**config.mk**
```make
export PLATFORM = sky130hd
export DESIGN_NAME = serial_image_loader_flat
export DESIGN_NICKNAME = d
export VERILOG_FILES = /design/src/hdl/sil_pkg.sv /design/src/hdl/sil_if.sv /design/src/hdl/sil_apb_regs.sv /design/src/hdl/sil_core.sv /design/src/hdl/sil_res_fifo.sv /design/src/hdl/serial_image_loader.sv /design/src/flat_wrapper.sv
export SDC_FILE = /design/constraint.sdc
export NUM_CORES = 2
export LEC_CHECK = 0
export BUFFER_PORTS_ARGS = -buffer_cell sky130_fd_sc_hd__buf_4
export CAP_MARGIN = 20
export CORE_UTILIZATION = 50
export CTS_CLUSTER_SIZE = 24
export DETAILED_ROUTE_END_ITERATION = 8
export PLACE_DENSITY = 0.67
export RECOVER_POWER = 25
export SKIP_LAST_GASP = 1
export SLEW_MARGIN = 20
export SYNTH_ARGS = -nofsm -noshare
export SYNTH_HDL_FRONTEND = slang
export SYNTH_SLANG_ARGS = --single-unit
export TNS_END_PERCENT = 50
```
**constraint.sdc**
```tcl
create_clock -name i_clk -period 8.9 [get_ports i_clk]
set_input_delay 1.78 -clock i_clk [delete_from_list [all_inputs] [get_ports i_clk]]
set_output_delay 1.78 -clock i_clk [all_outputs]
set_load 0.02 [all_outputs]
```
**src/hdl/sil_pkg.sv**
```systemverilog
`timescale 1ns / 1ps
// ----------------------------------------------------------------------------
// sil_pkg
// Shared types and constants of the serial image loader: result kinds,
// result record, push strobes and register map.
// ----------------------------------------------------------------------------
package sil_pkg;

    // reset value of the load base register
    localparam logic [31:0] SIL_LOAD_BASE_RST = 32'h0008_0000;

    // character codes and radix of the size header
    localparam logic [7:0]  SIL_CHAR_ZERO = 8'h30;
    localparam logic [7:0]  SIL_CHAR_NL   = 8'h0A;
    localparam logic [31:0] SIL_DEC_BASE  = 32'd10;

    // result queue depth (at least 4)
    localparam int SIL_RES_DEPTH = 8;

    // APB register map: one 32-bit register, word index in paddr[2]
    localparam int   SIL_PADDR_W       = 3;
    localparam logic SIL_REG_LOAD_BASE = 1'b0;

    typedef enum logic [1:0] {
        KIND_ECHO  = 2'd0,
        KIND_SIZE  = 2'd1,
        KIND_WRITE = 2'd2,
        KIND_DONE  = 2'd3
    } t_kind;

    typedef struct packed {
        t_kind              kind;
        logic [31:0]        address;
        logic [7:0]         data;
        logic signed [31:0] value;
        logic               last;
    } t_result;

    // which of the two result slots carry a result this cycle
    typedef struct packed {
        logic v0;
        logic v1;
    } t_push;

endpackage

```
**src/hdl/sil_if.sv**
```systemverilog
`timescale 1ns / 1ps
// ----------------------------------------------------------------------------
// sil_rx_if / sil_res_if
// Valid/ready channels of the loader: received bytes in, results out.
// ----------------------------------------------------------------------------
interface sil_rx_if;
    logic       valid;
    logic       ready;
    logic [7:0] rx_byte;

    modport source (output valid, output rx_byte, input ready);
    modport sink   (input valid, input rx_byte, output ready);
endinterface

interface sil_res_if;
    import sil_pkg::*;

    logic               valid;
    logic               ready;
    t_kind              kind;
    logic [31:0]        address;
    logic [7:0]         data;
    logic signed [31:0] value;
    logic               last;

    modport source (output valid, output kind, output address, output data,
                    output value, output last, input ready);
    modport sink   (input valid, input kind, input address, input data,
                    input value, input last, output ready);
endinterface

```
**src/hdl/sil_apb_regs.sv**
```systemverilog
`timescale 1ns / 1ps
// ----------------------------------------------------------------------------
// sil_apb_regs
// APB register file holding the load base address.
// ----------------------------------------------------------------------------
module sil_apb_regs (
    input  logic                             i_clk,
    input  logic                             i_rst_n,
    input  logic                             psel,
    input  logic                             penable,
    input  logic                             pwrite,
    input  logic [sil_pkg::SIL_PADDR_W-1:0]  paddr,
    input  logic [31:0]                      pwdata,
    output logic [31:0]                      prdata,
    output logic                             pready,
    output logic [31:0]                      o_load_base
);
    import sil_pkg::*;

    logic [31:0] r_load_base;
    logic        wr_en;

    assign pready = 1'b1;
    assign wr_en  = psel && penable && pwrite;

    // register write
    always_ff @(posedge i_clk) begin
        if (!i_rst_n) begin
            r_load_base <= SIL_LOAD_BASE_RST;
        end else if (wr_en && paddr[2] == SIL_REG_LOAD_BASE) begin
            r_load_base <= pwdata;
        end
    end

    // read decode
    always_comb begin
        unique case (paddr[2])
            SIL_REG_LOAD_BASE: prdata = r_load_base;
            default:           prdata = '0;
        endcase
    end

    assign o_load_base = r_load_base;

endmodule

```
**src/hdl/sil_core.sv**
```systemverilog
`timescale 1ns / 1ps
// ----------------------------------------------------------------------------
// sil_core
// Input register and per-byte update: header size parsing, data phase
// addressing and byte sum. Emits up to two results per byte.
// ----------------------------------------------------------------------------
module sil_core (
    input  logic              i_clk,
    input  logic              i_rst_n,
    input  logic              i_valid,
    input  logic [7:0]        i_byte,
    input  logic [31:0]       i_load_base,
    output logic              o_busy,
    output sil_pkg::t_push    o_push,
    output sil_pkg::t_result  o_res0,
    output sil_pkg::t_result  o_res1
);
    import sil_pkg::*;

    logic        r_in_vld;
    logic [7:0]  r_in_byte;
    logic        r_phase, n_phase;
    logic [31:0] r_size, n_size;
    logic [31:0] r_idx, n_idx;
    logic [31:0] r_sum, n_sum;

    logic [31:0] sext_byte;
    logic [31:0] idx_inc;
    logic [31:0] sum_add;
    logic [31:0] wr_addr;

    // input register
    always_ff @(posedge i_clk) begin
        if (!i_rst_n) begin
            r_in_vld <= 1'b0;
        end else begin
            r_in_vld <= i_valid;
        end
    end

    always_ff @(posedge i_clk) begin
        if (i_valid) begin
            r_in_byte <= i_byte;
        end
    end

    assign o_busy    = r_in_vld;
    assign sext_byte = {{24{r_in_byte[7]}}, r_in_byte};
    assign idx_inc   = r_idx + 32'd1;
    assign sum_add   = r_sum + {24'd0, r_in_byte};
    assign wr_addr   = i_load_base + r_idx;

    // per-byte update and result build
    always_comb begin
        n_phase = r_phase;
        n_size  = r_size;
        n_idx   = r_idx;
        n_sum   = r_sum;
        o_push  = '0;
        o_res0  = '0;
        o_res1  = '0;
        if (r_in_vld) begin
            o_push.v0 = 1'b1;
            if (!r_phase) begin
                if (r_in_byte != SIL_CHAR_NL) begin
                    // fold one header char into the size
                    n_size = r_size * SIL_DEC_BASE + sext_byte - {24'd0, SIL_CHAR_ZERO};
                    o_res0.kind = KIND_ECHO;
                    o_res0.data = r_in_byte;
                    o_res0.last = 1'b1;
                end else begin
                    o_res0.kind  = KIND_SIZE;
                    o_res0.value = $signed(r_size);
                    if (r_size[31] || r_size == 32'd0) begin
                        // zero or negative size: done at once, stay in header
                        o_push.v1    = 1'b1;
                        o_res1.kind  = KIND_DONE;
                        o_res1.last  = 1'b1;
                        n_size       = '0;
                        n_idx        = '0;
                        n_sum        = '0;
                    end else begin
                        o_res0.last = 1'b1;
                        n_phase     = 1'b1;
                        n_idx       = '0;
                        n_sum       = '0;
                    end
                end
            end else begin
                o_res0.kind    = KIND_WRITE;
                o_res0.address = wr_addr;
                o_res0.data    = r_in_byte;
                if (idx_inc == r_size) begin
                    // last image byte: report checksum
                    o_push.v1    = 1'b1;
                    o_res1.kind  = KIND_DONE;
                    o_res1.value = $signed(sum_add);
                    o_res1.last  = 1'b1;
                    n_phase      = 1'b0;
                    n_size       = '0;
                    n_idx        = '0;
                    n_sum        = '0;
                end else begin
                    o_res0.last = 1'b1;
                    n_idx       = idx_inc;
                    n_sum       = sum_add;
                end
            end
        end
    end

    // loader state
    always_ff @(posedge i_clk) begin
        if (!i_rst_n) begin
            r_phase <= 1'b0;
            r_size  <= '0;
            r_idx   <= '0;
            r_sum   <= '0;
        end else begin
            r_phase <= n_phase;
            r_size  <= n_size;
            r_idx   <= n_idx;
            r_sum   <= n_sum;
        end
    end

    // checks
    a_second_needs_first: assert property (@(posedge i_clk) disable iff (!i_rst_n)
        o_push.v1 |-> o_push.v0)
        else $error("second result without first");

    a_accept_gives_result: assert property (@(posedge i_clk) disable iff (!i_rst_n)
        i_valid |=> o_push.v0)
        else $error("accepted byte produced no result");

    a_data_size_positive: assert property (@(posedge i_clk) disable iff (!i_rst_n)
        r_phase |-> (!r_size[31] && r_size != 32'd0))
        else $error("data phase with non-positive size");

    a_index_below_size: assert property (@(posedge i_clk) disable iff (!i_rst_n)
        r_phase |-> (r_idx < r_size))
        else $error("byte index ran past image size");

endmodule

```
**src/hdl/sil_res_fifo.sv**
```systemverilog
`timescale 1ns / 1ps
// ----------------------------------------------------------------------------
// sil_res_fifo
// Result queue: takes up to two results per cycle, hands out one per
// transfer, and throttles input acceptance by its free space.
// ----------------------------------------------------------------------------
module sil_res_fifo #(
    parameter int DEPTH = sil_pkg::SIL_RES_DEPTH
) (
    input  logic              i_clk,
    input  logic              i_rst_n,
    input  sil_pkg::t_push    i_push,
    input  sil_pkg::t_result  i_res0,
    input  sil_pkg::t_result  i_res1,
    input  logic              i_busy,
    output logic              o_ready,
    output logic              o_valid,
    output sil_pkg::t_result  o_res,
    input  logic              i_pop_ready
);
    import sil_pkg::*;

    localparam int PW = $clog2(DEPTH);
    localparam int CW = $clog2(DEPTH + 1);
    localparam logic [CW:0]   LIM   = (CW + 1)'(DEPTH - 2);
    localparam logic [CW:0]   TWO   = (CW + 1)'(2);
    localparam logic [CW:0]   FULL  = (CW + 1)'(DEPTH);
    localparam logic [PW-1:0] P_TOP = PW'(DEPTH - 1);

    t_result       r_mem [DEPTH];
    logic [PW-1:0] r_wr, r_rd;
    logic [CW-1:0] r_count, n_count;
    logic [PW-1:0] wr1, wr2;
    logic          pop;

    function automatic logic [PW-1:0] ptr_inc(input logic [PW-1:0] p);
        ptr_inc = (p == P_TOP) ? '0 : p + PW'(1);
    endfunction

    assign wr1     = ptr_inc(r_wr);
    assign wr2     = ptr_inc(wr1);
    assign o_valid = (r_count != '0);
    assign o_res   = r_mem[r_rd];
    assign pop     = o_valid && i_pop_ready;
    assign n_count = r_count + CW'(i_push.v0) + CW'(i_push.v1) - CW'(pop);

    // room for the byte in flight plus two more results
    assign o_ready = ({1'b0, r_count} + (i_busy ? TWO : '0)) <= LIM;

    // storage
    always_ff @(posedge i_clk) begin
        if (i_push.v0) begin
            r_mem[r_wr] <= i_res0;
        end
        if (i_push.v1) begin
            r_mem[wr1] <= i_res1;
        end
    end

    // pointers and fill count
    always_ff @(posedge i_clk) begin
        if (!i_rst_n) begin
            r_wr    <= '0;
            r_rd    <= '0;
            r_count <= '0;
        end else begin
            r_count <= n_count;
            if (i_push.v1) begin
                r_wr <= wr2;
            end else if (i_push.v0) begin
                r_wr <= wr1;
            end
            if (pop) begin
                r_rd <= ptr_inc(r_rd);
            end
        end
    end

    // checks
    a_count_bound: assert property (@(posedge i_clk) disable iff (!i_rst_n)
        {1'b0, r_count} <= FULL)
        else $error("result count past depth");

    a_no_overflow: assert property (@(posedge i_clk) disable iff (!i_rst_n)
        i_push.v0 |-> ({1'b0, r_count} + TWO <= FULL))
        else $error("result queue overflow");

    a_push_shows: assert property (@(posedge i_clk) disable iff (!i_rst_n)
        (i_push.v0 && r_count == '0) |=> o_valid)
        else $error("pushed result not presented");

endmodule

```
**src/hdl/serial_image_loader.sv**
```systemverilog
`timescale 1ns / 1ps
// ----------------------------------------------------------------------------
// serial_image_loader
// Serial image loader: parses a decimal size header, turns the following
// bytes into memory writes at load base + index and reports a byte sum.
// ----------------------------------------------------------------------------
//  channel  | dir | handshake      | payload
//  i_rx     | in  | valid / ready  | rx_byte
//  o_res    | out | valid / ready  | kind, address, data, value, last
//  apb      | in  | psel / penable | paddr, pwrite, pwdata -> prdata
//
//  One byte accepted per cycle while ready is high; its results reach the queue in the cycle after.
//  Bytes that cause two results need two output transfers to drain.
//  Input ready depends only on queue fill and the byte in flight, so the
//  output side may stall freely; ready drops when the queue is nearly full.
//  Synchronous active-low reset: header phase, empty queue, load base 0x80000.
// ----------------------------------------------------------------------------
module serial_image_loader #(
    parameter int RES_DEPTH = sil_pkg::SIL_RES_DEPTH
) (
    input  logic                             i_clk,
    input  logic                             i_rst_n,
    sil_rx_if.sink                           i_rx,
    sil_res_if.source                        o_res,
    input  logic                             psel,
    input  logic                             penable,
    input  logic                             pwrite,
    input  logic [sil_pkg::SIL_PADDR_W-1:0]  paddr,
    input  logic [31:0]                      pwdata,
    output logic [31:0]                      prdata,
    output logic                             pready
);
    import sil_pkg::*;

    logic        load_base_w;
    logic [31:0] load_base;
    logic        busy;
    logic        rx_xfer;
    t_push       push;
    t_result     res0, res1, res_out;

    // configuration registers
    sil_apb_regs u_regs (
        .i_clk       (i_clk),
        .i_rst_n     (i_rst_n),
        .psel        (psel),
        .penable     (penable),
        .pwrite      (pwrite),
        .paddr       (paddr),
        .pwdata      (pwdata),
        .prdata      (prdata),
        .pready      (pready),
        .o_load_base (load_base)
    );

    assign load_base_w = 1'b1;
    assign rx_xfer     = i_rx.valid && i_rx.ready && load_base_w;

    // byte processing
    sil_core u_core (
        .i_clk       (i_clk),
        .i_rst_n     (i_rst_n),
        .i_valid     (rx_xfer),
        .i_byte      (i_rx.rx_byte),
        .i_load_base (load_base),
        .o_busy      (busy),
        .o_push      (push),
        .o_res0      (res0),
        .o_res1      (res1)
    );

    // result queue
    sil_res_fifo #(
        .DEPTH (RES_DEPTH)
    ) u_fifo (
        .i_clk       (i_clk),
        .i_rst_n     (i_rst_n),
        .i_push      (push),
        .i_res0      (res0),
        .i_res1      (res1),
        .i_busy      (busy),
        .o_ready     (i_rx.ready),
        .o_valid     (o_res.valid),
        .o_res       (res_out),
        .i_pop_ready (o_res.ready)
    );

    assign o_res.kind    = res_out.kind;
    assign o_res.address = res_out.address;
    assign o_res.data    = res_out.data;
    assign o_res.value   = res_out.value;
    assign o_res.last    = res_out.last;

endmodule
```
**src/flat_wrapper.sv**
```systemverilog
// flat-port wrapper written by rule: the top's interface ports become plain ports
module serial_image_loader_flat import sil_pkg::*;
#(
    parameter int RES_DEPTH = sil_pkg::SIL_RES_DEPTH
)
  (i_clk, i_rst_n, psel, penable, pwrite, paddr, pwdata, prdata, pready, i_rx_valid, i_rx_rx_byte, i_rx_ready, o_res_valid, o_res_kind, o_res_address, o_res_data, o_res_value, o_res_last, o_res_ready);
  sil_rx_if i_rx_i ();
  sil_res_if o_res_i ();
  input  logic i_clk;
  input  logic i_rst_n;
  input  logic psel;
  input  logic penable;
  input  logic pwrite;
  input  logic [sil_pkg::SIL_PADDR_W-1:0] paddr;
  input  logic [31:0] pwdata;
  output logic [31:0] prdata;
  output logic pready;
  input wire logic [$bits(i_rx_i.valid)-1:0] i_rx_valid;
  input wire logic [$bits(i_rx_i.rx_byte)-1:0] i_rx_rx_byte;
  output wire logic [$bits(i_rx_i.ready)-1:0] i_rx_ready;
  output wire logic [$bits(o_res_i.valid)-1:0] o_res_valid;
  output wire logic [$bits(o_res_i.kind)-1:0] o_res_kind;
  output wire logic [$bits(o_res_i.address)-1:0] o_res_address;
  output wire logic [$bits(o_res_i.data)-1:0] o_res_data;
  output wire logic [$bits(o_res_i.value)-1:0] o_res_value;
  output wire logic [$bits(o_res_i.last)-1:0] o_res_last;
  input wire logic [$bits(o_res_i.ready)-1:0] o_res_ready;
  assign i_rx_i.valid = i_rx_valid;
  assign i_rx_i.rx_byte = i_rx_rx_byte;
  assign i_rx_ready = i_rx_i.ready;
  assign o_res_valid = o_res_i.valid;
  assign o_res_kind = o_res_i.kind;
  assign o_res_address = o_res_i.address;
  assign o_res_data = o_res_i.data;
  assign o_res_value = o_res_i.value;
  assign o_res_last = o_res_i.last;
  assign o_res_i.ready = o_res_ready;
  serial_image_loader #(.RES_DEPTH(RES_DEPTH)) u_core (.i_clk(i_clk), .i_rst_n(i_rst_n), .i_rx(i_rx_i), .o_res(o_res_i), .psel(psel), .penable(penable), .pwrite(pwrite), .paddr(paddr), .pwdata(pwdata), .prdata(prdata), .pready(pready));
endmodule
```
==> tab_implementation.tex <==
\begin{tabular}{lr}
\hline
Metric & Value \\
\hline
\multicolumn{2}{l}{\textbf{Pwr}} \\
Part of the total power dissipated in sequential elements & 0.381 \\
Leakage power & around 16 nW \\
Internal & just over 7 mW \\
Largest voltage drop on the vdd net & between 0.00015 and 0.0002 V \\
Net switching power figure & 3.789 mW \\
Pwr Total & between 10 and 15 mW \\
Combinational power share & 0.311 \\
Net switching share of the total power & 0.3467 \\
Proportion of power drawn by the clock network & 0.308 \\
Power density over the cells & $\sim$240 nW/um2 \\
\multicolumn{2}{l}{\textbf{GRT}} \\
M1 GR Usage & 0.4180 \\
Most heavily used metal layer in global routing & met2 \\
Via count of the first global-routing pass & roughly 32000 \\
Pin count of the biggest net entering global routing & between 90 and 100 \\
First-pass GRT wire length & between 150000 and 200000 um \\
Number of antenna violations at the first check in global routing & 1 \\
Global Route met3 Usage & 0.06046 \\
Global Route met2 Usage & 0.4835 \\
Total global routing overflow & 0 \\
Overall global routing resource usage & 0.3060 \\
\multicolumn{2}{l}{\textbf{Clock tree}} \\
TritonCTS Sinks & 751 \\
Total number of H-tree levels & 3 \\
Clock input transition at the sequential cells of the worst setup and hold paths & $\sim$0.060 ns \\
CTS Buf Count & 80 \\
Bufs on Longest Clock Path & 3 \\
Number of gates resized after CTS & 0 \\
Cell at the root of the clock tree & sky130\_fd\_sc\_hd\_\_clkbuf\_16 \\
Worst-Skew Late Latency & approximately 0.66 ns \\
Count of hold-fix buffers inserted at cts & 0 \\
Clock tree from TritonCTS & yes \\
Post-CTS Repair Setup Buffers & 0 \\
\multicolumn{2}{l}{\textbf{Place}} \\
Number of port buffers & around 160 \\
Half-perimeter wire length after placement & 79830 um \\
RD Place Congestion & between 0.8 and 0.9 \\
Cell count after placement & 5246 \\
\multicolumn{2}{l}{\textbf{Detailed routing}} \\
Drt initial violations & around 3500 \\
Wire length after detailed routing & around 130000 um \\
Count of nets left with antenna violations after detail routing & 0 \\
Routed len/inst & about 24 um \\
Remaining design rule violation count & 12 \\
Number of vias per cell & roughly 6.3 \\
Pre-antenna DRT Iters & 7 \\
Routed via count & approximately 34000 \\
\multicolumn{2}{l}{\textbf{Final layout}} \\
Leading cell type in the layout, fill and taps excluded & sky130\_fd\_sc\_hd\_\_nand2\_1 \\
Area of the multi-input gates & 21210 um2 \\
Syn-to-layout area delta & 10.20\% \\
Number of diodes added for antenna fixing & 0 \\
Core Util, Final & 0.5576 \\
Filler cell count & 7104 \\
Final layout net count & 4490 \\
Finished Layout Cells & approximately 5400 \\
Fraction of final layout cells with drive strength greater than 1 & 0.1339 \\
Most frequent cells in the layout & sky130\_fd\_sc\_hd\_\_nand2\_1 (598), sky130\_fd\_sc\_hd\_\_dfxtp\_1 (461), sky130\_fd\_sc\_hd\_\_o21ai\_0 (382), sky130\_fd\_sc\_hd\_\_a21oi\_1 (309), sky130\_fd\_sc\_hd\_\_nor2\_1 (296) \\
Area used by sequential logic in the layout & about 18000 um2 \\
\multicolumn{2}{l}{\textbf{Timing}} \\
Slew at the pin closest to its max-slew limit & 3.288 ns \\
Slew margin rel. & -1.192 \\
Total negative setup slack & 0 ns \\
F\_max & $\sim$130 MHz \\
Shortest clock period the worst path allows after layout & 7.671 ns \\
Final Max Tran Viols & between 300 and 400 \\
RSZ-0062 raised after global routing & false \\
Worst Skew & roughly 0.029 ns \\
Total setup violations reported at the end of the flow & 0 \\
Number of hold-slack violations in the final timing report & 0 \\
Part of the cycle the worst path needs & 0.8619 \\
\multicolumn{2}{l}{\textbf{Synthesis}} \\
Total number of yosys warnings & 0 \\
Flop and latch count out of synthesis & between 700 and 800 \\
Share of the synthesized area in the top cell type & 0.2271 \\
Net count after synthesis & 4505 \\
Synth Flop Type & sky130\_fd\_sc\_hd\_\_dfxtp\_1 \\
Number of unique standard cell types used by synthesis & slightly above 90 \\
Cell type with the largest total area after synthesis & sky130\_fd\_sc\_hd\_\_dfxtp\_1 \\
Biggest area contributors in the synthesized netlist & sky130\_fd\_sc\_hd\_\_dfxtp\_1 (23\%), sky130\_fd\_sc\_hd\_\_edfxtp\_1 (21\%), sky130\_fd\_sc\_hd\_\_mux4\_2 (8.3\%) \\
Post-Synthesis Cell Area & approximately 40000 um2 \\
Synthesized area per cell & between 9 and 10 um2 \\
Number of instances in the synthesized netlist & approximately 4300 \\
Proportion of synthesized chip area in sequential cells & 0.4390 \\
FFs w/ async S/R, synth & 0 \\
Number of synthesized flops with an enable pin & between 200 and 300 \\
\multicolumn{2}{l}{\textbf{Worst setup path}} \\
Largest stage delay on the critical path & around 2.5 ns \\
Cell type group with the largest total delay on the critical path & flip-flops \\
Endpoint arrival time on the critical path & between 5 and 6 ns \\
Req. time, crit path & 7.12 ns \\
CP endpoint kind & output pin \\
Crit start category & flop \\
Top fanout value on the critical path & just over 60 \\
Critical-path top delay cell & sky130\_fd\_sc\_hd\_\_dfxtp\_1 \\
Buffering stage count on the worst path with inverters included & 2 \\
Cells along the critical path & clkbuf\_2, mux4\_2, mux2\_2, buf\_4 \\
Crit Path Class & flop to output pin \\
\multicolumn{2}{l}{\textbf{Hold path}} \\
Class of the tightest hold or removal check & flop to flop \\
\multicolumn{2}{l}{\textbf{Die}} \\
Num ports & 160 \\
Area of the core region & 80680 um2 \\
Die area & a little over 80000 um2 \\
Standard-cell rows & approximately 100 \\
Starting density of the core & 0.5059 \\
Y dimension of the die & 287.7 um \\
Die span in x & 287.7 um \\
\multicolumn{2}{l}{\textbf{Status}} \\
Violated checks & design-rule violations, max-capacitance violations, max-slew violations \\
Result of the run & complete, but fails checks \\
\multicolumn{2}{l}{\textbf{Flow run}} \\
Number of max-cap violations & 11 \\
\hline
\end{tabular}
state kept, by name (all words and copies together), names as in the netlist, named ones only:
signal	cells
u_core.u_core.o_busy	1
u_core.u_core.r_idx	32
u_core.u_core.r_in_byte	8
u_core.u_core.r_phase	1
u_core.u_core.r_size	32
u_core.u_core.r_sum	32
u_core.u_fifo.r_count	4
u_core.u_fifo.r_mem	600
u_core.u_fifo.r_rd	3
u_core.u_fifo.r_wr	3
u_core.u_regs.o_load_base	32
stage by stage:
stage | worst slack [ns] | cell area, um2 | hold WS (ns)
floorplan | 3.625 | 40820 | 0.4273
global placement | 2.377 | 42660 | 0.4373
detailed placement | 2.370 | 42660 | 0.4435
CTS | 2.316 | 45280 | 0.4511
global route | 1.094 | 44980 | 0.4712
finish | 1.229 | 44980 | 0.4511
kinds of logic (layout without fill, tap and decap cells):
family | after synthesis | count (layout) | synth area share
buf+inv | 447 | 496 | 0.04564
flops | 751 | 751 | 0.4390
compound gates | 1092 | 1092 | 0.1618
simple gates | 1428 | 1428 | 0.1602
fa+ha+maj | 172 | 172 | 0.05383
mux | 230 | 230 | 0.1047
other cells | 1 | 1 | 0.00009187
xor+xnor | 162 | 162 | 0.03476
tightest hold or removal path: stages (launching register included):
cell	delay [ns]
sky130_fd_sc_hd__dfxtp_1	0.31
sky130_fd_sc_hd__nand2_1	0.05
sky130_fd_sc_hd__a21oi_1	0.05
final timing paths:
kind,from,end,slack (ns),depth (start not counted)
hold / removal,u_core.u_fifo.r_mem[0][70],u_core.u_fifo.r_mem[0][70],0.45,2
hold reg to reg,u_core.u_fifo.r_mem[0][70],u_core.u_fifo.r_mem[0][70],0.45,2
setup reg to reg,u_core.u_core.r_idx[1],u_core.u_fifo.r_mem[3][18],1.35,12
setup / recovery,flop,o_res_data[6],1.23,4
power by group through the flow:
| stage | clock [mW] | combinational [mW] | sequential [mW] |
|---|---|---|---|
| floorplan | 0 | 2.72 | 3.92 |
| global placement | 0 | 3.38 | 4.21 |
| detailed placement | 0 | 3.41 | 4.22 |
| CTS | 3.39 | 3.43 | 4.14 |
| global route | 3.52 | 3.77 | 4.17 |
| finish | 3.37 | 3.40 | 4.16 |
synth_stat cells (12+ instances only):
cell type and instances:
sky130_fd_sc_hd__a21oi_1 309, sky130_fd_sc_hd__mux2_2 76, sky130_fd_sc_hd__and2_1 26, sky130_fd_sc_hd__a211oi_1 14, sky130_fd_sc_hd__nor2b_1 45, sky130_fd_sc_hd__nand3_1 197, sky130_fd_sc_hd__nand4_1 35, sky130_fd_sc_hd__ha_1 166
sky130_fd_sc_hd__o21ai_2 18, sky130_fd_sc_hd__buf_2 41, sky130_fd_sc_hd__edfxtp_1 288, sky130_fd_sc_hd__dfxtp_1 463, sky130_fd_sc_hd__o21ai_1 55, sky130_fd_sc_hd__buf_1 19, sky130_fd_sc_hd__a31oi_1 12, sky130_fd_sc_hd__and3_1 26
sky130_fd_sc_hd__clkbuf_1 235, sky130_fd_sc_hd__buf_6 15, sky130_fd_sc_hd__o21a_1 20, sky130_fd_sc_hd__nor2_1 308, sky130_fd_sc_hd__o211ai_1 15, sky130_fd_sc_hd__xnor2_1 105, sky130_fd_sc_hd__xor2_1 57, sky130_fd_sc_hd__or3_1 43
sky130_fd_sc_hd__o21ai_0 382, sky130_fd_sc_hd__inv_1 128, sky130_fd_sc_hd__o21bai_1 20, sky130_fd_sc_hd__mux4_2 150, sky130_fd_sc_hd__a21o_1 50, sky130_fd_sc_hd__o2bb2ai_1 16, sky130_fd_sc_hd__a21oi_2 28, sky130_fd_sc_hd__nand2_1 606
sky130_fd_sc_hd__nor4_1 21, sky130_fd_sc_hd__a22o_1 59, sky130_fd_sc_hd__a22oi_1 12, sky130_fd_sc_hd__nand2b_1 27, sky130_fd_sc_hd__nor3_1 36
layer usage:
metal / share of wire / wire, um
met2: 0.45 / 58140
met4: 0.033 / 4192
met3: 0.11 / 13630
met5: 0.00052 / 67
met1: 0.41 / 52210
final cells by class:
type,instances,share of cell area
Multi-Input combinational cell,3085,0.4716
Clock buffer,111,0.04932
Clock inverter,35,0.008984
Sequential cell,751,0.3985
Timing Repair Buffer,220,0.03126
Tap cell,1060,0.02948
Inverter,130,0.01085
(Power assumes the default switching activity.)
